File: src/rtl/twodm_pkg.sv
`default_nettype none

package twodm_pkg;

    localparam int HEADING_W   = 9;
    localparam int SPEED_FIELD_W = 12;
    localparam int MAG_W       = 12;
    localparam int SPEED_BITS  = 12;
    localparam int SPEED_W     = (SPEED_BITS < SPEED_FIELD_W) ? SPEED_BITS : SPEED_FIELD_W;

    localparam int FULL_TURN   = 360;
    localparam int HALF_TURN   = 180;
    localparam int QUARTER     = 90;
    localparam int THREE_QTR   = 270;

    localparam int TRIG_W      = 16;
    localparam int SIN_IDX_W   = 7;
    localparam int SIN_DEPTH   = 1 << SIN_IDX_W;

    localparam int HALF_ROOT3_Q16 = 56756;
    localparam int COEF_W      = 16;

    localparam int FRAC_SHIFT  = 31;
    localparam int PROD_W      = SPEED_W + TRIG_W;
    localparam int SIN_TERM_W  = PROD_W + COEF_W;
    localparam int SUM_W       = SIN_TERM_W + 2;
    localparam int A_MAG_W     = PROD_W - 15;
    localparam int WIDE_MAG_W  = SUM_W - FRAC_SHIFT;
    localparam logic [MAG_W-1:0] MAG_MAX = {MAG_W{1'b1}};

    localparam int NSTAGE      = 7;

    localparam logic [63:0] PI_Q30   = 64'd3373259426;
    localparam logic [63:0] ONE_Q30  = 64'd1 << 30;
    localparam logic [63:0] UNIT_Q15 = 64'd32768;
    localparam int TAYLOR_TERMS = 6;

    typedef logic [63:0] taylor_div_t [0:TAYLOR_TERMS-1];
    localparam taylor_div_t TAYLOR_DIV = '{64'd156, 64'd110, 64'd72, 64'd42, 64'd20, 64'd6};

    typedef logic [TRIG_W-1:0] sin_tab_t [0:SIN_DEPTH-1];

    typedef struct packed {
        logic [HEADING_W-1:0]     heading_deg;
        logic [SPEED_FIELD_W-1:0] drive_speed;
    } cmd_word_t;

    typedef struct packed {
        logic             wheel_a_ccw;
        logic [MAG_W-1:0] wheel_a_mag;
        logic             wheel_a_en;
        logic             wheel_b_ccw;
        logic [MAG_W-1:0] wheel_b_mag;
        logic             wheel_b_en;
        logic             wheel_c_ccw;
        logic [MAG_W-1:0] wheel_c_mag;
        logic             wheel_c_en;
    } wheel_word_t;

    function automatic sin_tab_t build_sin_tab();
        sin_tab_t    tab;
        logic [63:0] x;
        logic [63:0] x2;
        logic [63:0] t;
        logic [63:0] s;
        logic [63:0] q;
        int          d;
        int          k;
        for (d = 0; d < SIN_DEPTH; d++)
        begin
            tab[d] = '0;
        end
        for (d = 0; d <= QUARTER; d++)
        begin
            x  = (64'(d) * PI_Q30 + 64'(QUARTER)) / 64'(HALF_TURN);
            x2 = (x * x) >> 30;
            t  = ONE_Q30;
            for (k = 0; k < TAYLOR_TERMS; k++)
            begin
                t = ONE_Q30 - ((x2 * t) >> 30) / TAYLOR_DIV[k];
            end
            s = (x * t) >> 30;
            q = (s + (64'd1 << 14)) >> 15;
            if (q > UNIT_Q15)
            begin
                q = UNIT_Q15;
            end
            tab[d] = q[TRIG_W-1:0];
        end
        return tab;
    endfunction

    localparam sin_tab_t SIN_TAB = build_sin_tab();

endpackage

`default_nettype wire

File: src/rtl/three_wheel_omni_drive_mixer_unit.sv
// Channel | Dir | Handshake                 | Word
// cmd     | in  | cmd_valid / cmd_ready     | cmd_word_t   (heading_deg, drive_speed)
// wheel   | out | wheel_valid / wheel_ready | wheel_word_t (ccw, mag, en per wheel)
//
// One word per cycle sustained while the output is not stalled; there are seven register
// stages (fold, table read, two multiply stages, sign, add, magnitude).
// The whole pipeline advances together when the output is free or being taken.
// A stall freezes every stage; bubbles travel as cleared valid bits.
// Reset clears the valid bits only.
`default_nettype none

module three_wheel_omni_drive_mixer_unit
    import twodm_pkg::*;
(
    input  wire logic        clk,
    input  wire logic        rst_n,
    input  wire logic        cmd_valid,
    output logic             cmd_ready,
    input  wire cmd_word_t   cmd,
    output logic             wheel_valid,
    input  wire logic        wheel_ready,
    output wheel_word_t      wheel
);

    logic                   advance;
    logic [NSTAGE-1:0]      vld_reg;
    logic [NSTAGE-1:0]      vld_next;

    logic [HEADING_W-1:0]   deg;
    logic [SIN_IDX_W-1:0]   s_idx_next;
    logic [SIN_IDX_W-1:0]   c_idx_next;
    logic                   s_neg_next;
    logic                   c_neg_next;

    logic [SIN_IDX_W-1:0]   s_idx_reg;
    logic [SIN_IDX_W-1:0]   c_idx_reg;
    logic [1:0]             neg1_reg;
    logic [SPEED_W-1:0]     spd1_reg;

    logic [TRIG_W-1:0]      smag2_reg;
    logic [TRIG_W-1:0]      cmag2_reg;
    logic [1:0]             neg2_reg;
    logic [SPEED_W-1:0]     spd2_reg;

    logic [PROD_W-1:0]      ps3_reg;
    logic [PROD_W-1:0]      pc3_reg;
    logic [1:0]             neg3_reg;

    logic [SIN_TERM_W-1:0]  ts4_reg;
    logic [PROD_W-1:0]      pc4_reg;
    logic [1:0]             neg4_reg;

    logic signed [SUM_W-1:0] ts5_reg;
    logic signed [SUM_W-1:0] tc5_reg;
    logic [MAG_W-1:0]       amag5_reg;
    logic                   aneg5_reg;

    logic signed [SUM_W-1:0] b6_reg;
    logic signed [SUM_W-1:0] c6_reg;
    logic [MAG_W-1:0]       amag6_reg;
    logic                   aneg6_reg;

    logic [A_MAG_W-1:0]     amag_wide;
    logic [MAG_W-1:0]       amag_next;
    logic [SUM_W-1:0]       babs;
    logic [SUM_W-1:0]       cabs;
    logic [WIDE_MAG_W-1:0]  bmag_wide;
    logic [WIDE_MAG_W-1:0]  cmag_wide;
    logic [MAG_W-1:0]       bmag;
    logic [MAG_W-1:0]       cmag;
    wheel_word_t            wheel_next;
    wheel_word_t            wheel_reg;

    assign advance     = !vld_reg[NSTAGE-1] || wheel_ready;
    assign cmd_ready   = advance;
    assign wheel_valid = vld_reg[NSTAGE-1];
    assign wheel       = wheel_reg;
    assign vld_next    = {vld_reg[NSTAGE-2:0], cmd_valid};

    // fold heading into a quadrant
    always_comb
    begin
        deg = (cmd.heading_deg >= HEADING_W'(FULL_TURN))
            ? cmd.heading_deg - HEADING_W'(FULL_TURN) : cmd.heading_deg;
        if (deg <= HEADING_W'(QUARTER))
        begin
            s_idx_next = SIN_IDX_W'(deg);
            c_idx_next = SIN_IDX_W'(HEADING_W'(QUARTER) - deg);
            s_neg_next = 1'b0;
            c_neg_next = 1'b0;
        end
        else if (deg <= HEADING_W'(HALF_TURN))
        begin
            s_idx_next = SIN_IDX_W'(HEADING_W'(HALF_TURN) - deg);
            c_idx_next = SIN_IDX_W'(deg - HEADING_W'(QUARTER));
            s_neg_next = 1'b0;
            c_neg_next = 1'b1;
        end
        else if (deg <= HEADING_W'(THREE_QTR))
        begin
            s_idx_next = SIN_IDX_W'(deg - HEADING_W'(HALF_TURN));
            c_idx_next = SIN_IDX_W'(HEADING_W'(THREE_QTR) - deg);
            s_neg_next = 1'b1;
            c_neg_next = 1'b1;
        end
        else
        begin
            s_idx_next = SIN_IDX_W'(HEADING_W'(FULL_TURN) - deg);
            c_idx_next = SIN_IDX_W'(deg - HEADING_W'(THREE_QTR));
            s_neg_next = 1'b1;
            c_neg_next = 1'b0;
        end
    end

    // wheel A, then magnitudes of B and C
    always_comb
    begin
        amag_wide = pc4_reg[PROD_W-1:15];
        amag_next = (amag_wide > A_MAG_W'(MAG_MAX)) ? MAG_MAX : amag_wide[MAG_W-1:0];

        babs = b6_reg[SUM_W-1] ? SUM_W'(-b6_reg) : SUM_W'(b6_reg);
        cabs = c6_reg[SUM_W-1] ? SUM_W'(-c6_reg) : SUM_W'(c6_reg);
        bmag_wide = babs[SUM_W-1:FRAC_SHIFT];
        cmag_wide = cabs[SUM_W-1:FRAC_SHIFT];
        bmag = (bmag_wide > WIDE_MAG_W'(MAG_MAX)) ? MAG_MAX : bmag_wide[MAG_W-1:0];
        cmag = (cmag_wide > WIDE_MAG_W'(MAG_MAX)) ? MAG_MAX : cmag_wide[MAG_W-1:0];

        wheel_next.wheel_a_mag = amag6_reg;
        wheel_next.wheel_a_en  = amag6_reg != '0;
        wheel_next.wheel_a_ccw = aneg6_reg && (amag6_reg != '0);
        wheel_next.wheel_b_mag = bmag;
        wheel_next.wheel_b_en  = bmag != '0;
        wheel_next.wheel_b_ccw = !b6_reg[SUM_W-1] && (bmag != '0);
        wheel_next.wheel_c_mag = cmag;
        wheel_next.wheel_c_en  = cmag != '0;
        wheel_next.wheel_c_ccw = !c6_reg[SUM_W-1] && (cmag != '0);
    end

    always_ff @(posedge clk or negedge rst_n)
    begin
        if (!rst_n)
        begin
            vld_reg <= '0;
        end
        else if (advance)
        begin
            vld_reg <= vld_next;
        end
    end

    always_ff @(posedge clk)
    begin
        if (advance)
        begin
            s_idx_reg <= s_idx_next;
            c_idx_reg <= c_idx_next;
            neg1_reg  <= {s_neg_next, c_neg_next};
            spd1_reg  <= cmd.drive_speed[SPEED_W-1:0];

            smag2_reg <= SIN_TAB[s_idx_reg];
            cmag2_reg <= SIN_TAB[c_idx_reg];
            neg2_reg  <= neg1_reg;
            spd2_reg  <= spd1_reg;

            ps3_reg   <= PROD_W'(spd2_reg) * PROD_W'(smag2_reg);
            pc3_reg   <= PROD_W'(spd2_reg) * PROD_W'(cmag2_reg);
            neg3_reg  <= neg2_reg;

            ts4_reg   <= SIN_TERM_W'(ps3_reg) * SIN_TERM_W'(HALF_ROOT3_Q16);
            pc4_reg   <= pc3_reg;
            neg4_reg  <= neg3_reg;

            ts5_reg   <= neg4_reg[1] ? -$signed(SUM_W'(ts4_reg)) : $signed(SUM_W'(ts4_reg));
            tc5_reg   <= neg4_reg[0] ? -$signed(SUM_W'(pc4_reg) << 15)
                                     : $signed(SUM_W'(pc4_reg) << 15);
            amag5_reg <= amag_next;
            aneg5_reg <= neg4_reg[0];

            b6_reg    <= tc5_reg - ts5_reg;
            c6_reg    <= tc5_reg + ts5_reg;
            amag6_reg <= amag5_reg;
            aneg6_reg <= aneg5_reg;

            wheel_reg <= wheel_next;
        end
    end

    a_enter: assert property (@(posedge clk) disable iff (!rst_n)
        (cmd_valid && cmd_ready) |=> vld_reg[0])
        else $error("accepted word did not enter the pipeline");

    a_freeze: assert property (@(posedge clk) disable iff (!rst_n)
        !advance |=> $stable(vld_reg))
        else $error("pipeline moved during a stall");

    a_index: assert property (@(posedge clk) disable iff (!rst_n)
        vld_reg[0] |-> (s_idx_reg <= SIN_IDX_W'(QUARTER)) && (c_idx_reg <= SIN_IDX_W'(QUARTER)))
        else $error("table index out of quadrant");

    a_ccw_en: assert property (@(posedge clk) disable iff (!rst_n)
        wheel_valid |-> (!wheel.wheel_a_ccw || wheel.wheel_a_en)
                     && (!wheel.wheel_b_ccw || wheel.wheel_b_en)
                     && (!wheel.wheel_c_ccw || wheel.wheel_c_en))
        else $error("ccw set on a stopped wheel");

endmodule

`default_nettype wire

File: config.mk
export PLATFORM = sky130hd
export DESIGN_NAME = three_wheel_omni_drive_mixer_unit
export DESIGN_NICKNAME = d
export VERILOG_FILES = /design/src/rtl/twodm_pkg.sv /design/src/rtl/three_wheel_omni_drive_mixer_unit.sv
export SDC_FILE = /design/constraint.sdc
export NUM_CORES = 2
export LEC_CHECK = 0
export BUFFER_PORTS_ARGS = -buffer_cell sky130_fd_sc_hd__buf_2
export CORE_MARGIN = 2
export CORE_UTILIZATION = 35
export CTS_BUF_LIST = sky130_fd_sc_hd__clkbuf_8 sky130_fd_sc_hd__clkbuf_16
export DETAILED_ROUTE_END_ITERATION = 8
export PLACE_DENSITY_LB_ADDON = 0.25
export SLEW_MARGIN = 20
export SYNTH_ARGS = -nofsm -noshare
export SYNTH_HDL_FRONTEND = slang
export SYNTH_SLANG_ARGS = --single-unit
File: constraint.sdc
create_clock -name clk -period 19.7 [get_ports clk]
set_input_delay 0.985 -clock clk [delete_from_list [all_inputs] [get_ports clk]]
set_output_delay 0.985 -clock clk [all_outputs]
set_load 0.02 [all_outputs]
==> impl_metrics.yaml <==
global_route:
  grt_total_ovfl: 0
  globalRouteTotalUtil_pct: 15.91
  grt_start_max_net_pins: 173
  grt_pass1_wl_um: 168300
  number_of_global_route_vias_before_repair: 31236
  antenna_found_initial: 6
floorplanning:
  chipWidth_um: 359.0
  io_pins: 69
  initial_core_util_pct: 35.17
  dieArea_um2: 128900
  die_h_um: 359.0
  rows: 130
  fp.coreArea_um2: 125400
placement:
  io_buffers: 68
  globalplace.congestion: 0.8715
  dp_hpwl_um: 78160
clock_network:
  ctsResizeCount: 0
  cts_root_buffer: "sky130_fd_sc_hd__clkbuf_16"
  cts_hold_buf: 0
  clock_path_buffers: 3
  worstSkewPairLatency_ns: 0.63
  cts_htree_levels: 2
  cts_tree: "built"
  cts_buf_count: 51
  cts.repair_timing.setup_buffer_count: 0
  clock-sinks: 440
  clk_pin_slew_ns: 0.06
worst_setup_path:
  critPathMostFrequentCell: "sky130_fd_sc_hd__fa_1"
  crit_path_cell_trace: "inv_1 -> fa_1 -> inv_1 -> ha_1 -> or2_2 -> fa_1 -> fa_1 -> fa_1 -> inv_1 -> fa_1 -> inv_1 -> ha_1 -> and4_1 -> and3_1 -> nand3_1 -> o211ai_1 -> a211oi_1 -> o31ai_1 -> a21oi_1 -> o21bai_1 -> a21oi_1 -> xnor2_1"
  worst-path-buf-inv: 4
  critPathMaxStageDelay_ns: 0.56
  startpoint_type: "flip-flop"
  crit_arrival_ns: 6.96
  worst_setup_path_end_kind: "flip-flop"
  timing.critical_path.slowest_stage_cell: "sky130_fd_sc_hd__fa_1"
  path_delay_family: "adder cells"
  crit_type: "reg -> reg"
  cp_max_fo: 6
  critPathRequiredTime_ns: 20.07
logic_synthesis:
  synth.lib_cells_used.distinct: 92
  post_syn_area_um2: 44110
  synth.yosys.warnings: 0
  synth_sequential_area_ratio_pct: 29.87
  flops_latches_synth: 440
  postSynth.asyncResetShare_pct: 1.591
  synth_fp_nets: 5337
  synth_ff_type: "sky130_fd_sc_hd__edfxtp_1"
  syn-mean-instance-area_um2: 9.870
  synth_enable_flop_cells: 433
  synth_cells: 4469
timing:
  fin_crit_sh_pct: 33.48
  max_slew.worst_pin.slew_ns: 0.9912
  final.hold.worst_slack_ns: 0.1850
  hold_violations: 0
  rsz0062_at_grt: "false"
  fmax_ghz: 0.1516
  fin_tns_setup_ns: 0
  drv_slew: 0
  setup-violations-final: 0
  worst_slew_margin_rel_pct: 33.92
  period_minus_slack_ns: 6.595
  clock-skew-final_ns: 0.04218
layout:
  layout_commonest_cell: "sky130_fd_sc_hd__inv_1"
  most-common-layout-cells: "sky130_fd_sc_hd__inv_1 (760), sky130_fd_sc_hd__nand2_1 (463), sky130_fd_sc_hd__fa_1 (463)"
  areaGrowthSynthToFinish_pct: 7.917
  fraction_of_final_layout_cells_sized_beyond_drive_strength_1_pct: 5.475
  final_nets: 5286
  fillers: 12501
drt:
  antenna_left: 0
  wirelength_um: 101600
  drc: 0
  detail_routed_via_count_per_cell: 4.979
  drt_first_pass_iters: 6
  drt-wirelength-per-cell_um: 16.63
  detail_route.iter0.violations: 2238
  route.vias.total: 30412
outcome:
  run_status: "completed"
flow_run:
  drv.max_cap_violation_count: 0
min_path:
  worstHoldPathType: "in -> async"
-- metal layers --
metal / track usage (%) / vias to the layer above / part of all wire (%)
li1: - / 14801 / -
met1: 22.20 / 14734 / 47
met2: 26.16 / 714 / 46
met3: 2.247 / 155 / 5.1
met4: 3.615 / 8 / 2.2
met5: 0 / - / 0.052
-- cell type report --
| cell class | instances | area, um^2 | share of cell area (%) |
|---|---|---|---|
| inverters | 754 | 2830 | 5.945 |
| diodes | 1 | 2.502 | 0.005257 |
| well taps | 1650 | 2064 | 4.337 |
| flip-flops and latches | 440 | 13180 | 27.68 |
| multi-input cells | 3072 | 27340 | 57.44 |
| clock inverters | 41 | 311.5 | 0.6545 |
| repair buffers | 99 | 598.1 | 1.256 |
| clock buffers | 51 | 1276 | 2.681 |
-- worst paths after layout --
path | from | end | slack, ns | cells after the start
worst max-delay path | ps3_reg[10]$_DFFE_PP_ | ts4_reg[41]$_DFFE_PP_ | 13.11 | 22
worst min-delay path | rst_n | vld_reg[1]$_DFFE_PN0P_ | 0.19 | 1
worst max register to register | ps3_reg[10]$_DFFE_PP_ | ts4_reg[41]$_DFFE_PP_ | 13.11 | 22
worst min register to register | pc3_reg[24]$_DFFE_PP_ | pc4_reg[24]$_DFFE_PP_ | 0.41 | 0
max in group asynchronous | rst_n | vld_reg[0]$_DFFE_PN0P_ | 19.36 | 1
min in group clk | pc3_reg[24]$_DFFE_PP_ | pc4_reg[24]$_DFFE_PP_ | 0.41 | 0
-- Yosys cell counts, drive strengths merged, types with 10 or more instances --
cell type,n,share of area [%]
a211oi,35,0.60
a21boi,10,0.17
a21o,50,0.85
a21oi,244,2.8
a221oi,11,0.22
a311oi,17,0.34
a31oi,39,0.55
and2,143,2.0
and3,14,0.20
buf,30,0.30
clkbuf,173,1.5
edfxtp,433,29
fa,463,21
ha,380,11
inv,750,6.4
mux2i,10,0.23
nand2,463,3.9
nand2b,53,0.80
nand3,43,0.49
nand4,19,0.27
nor2,197,1.7
nor2b,26,0.37
nor3,47,0.54
nor4,30,0.47
o211ai,28,0.48
o21a,16,0.27
o21ai,170,1.9
o21bai,26,0.44
o22ai,22,0.31
o31ai,45,0.82
o41ai,17,0.40
or2,29,0.42
or3,16,0.23
or4,21,0.37
xnor2,185,3.7
xor2,84,1.7
-- stage by stage --
step	utilization, %	setup WS (ns)	std cells	instance area, um^2
2_1_floorplan	-	4.773	4469	44110
3_3_place_gp	36.68	13.12	6015	46000
3_5_place_dp	36.68	13.12	6015	46000
4_1_cts	37.95	13.11	6107	47590
5_1_grt	37.96	12.71	6107	47600
6_report	37.96	13.11	6108	47600
-- cell families after synthesis --
group           count (synthesis)  synth area share (%)
simple gates                 1125                 12.29
buf+inv                       957                 8.189
fa+ha+maj                     845                 31.84
compound gates                812                 11.86
flops                         440                 29.87
xor+xnor                      269                 5.341
mux                            21                0.6099
Power is left out: the tool's default activity adds up to more than one toggle a clock period on the data nets, which glitch-free logic cannot reach.
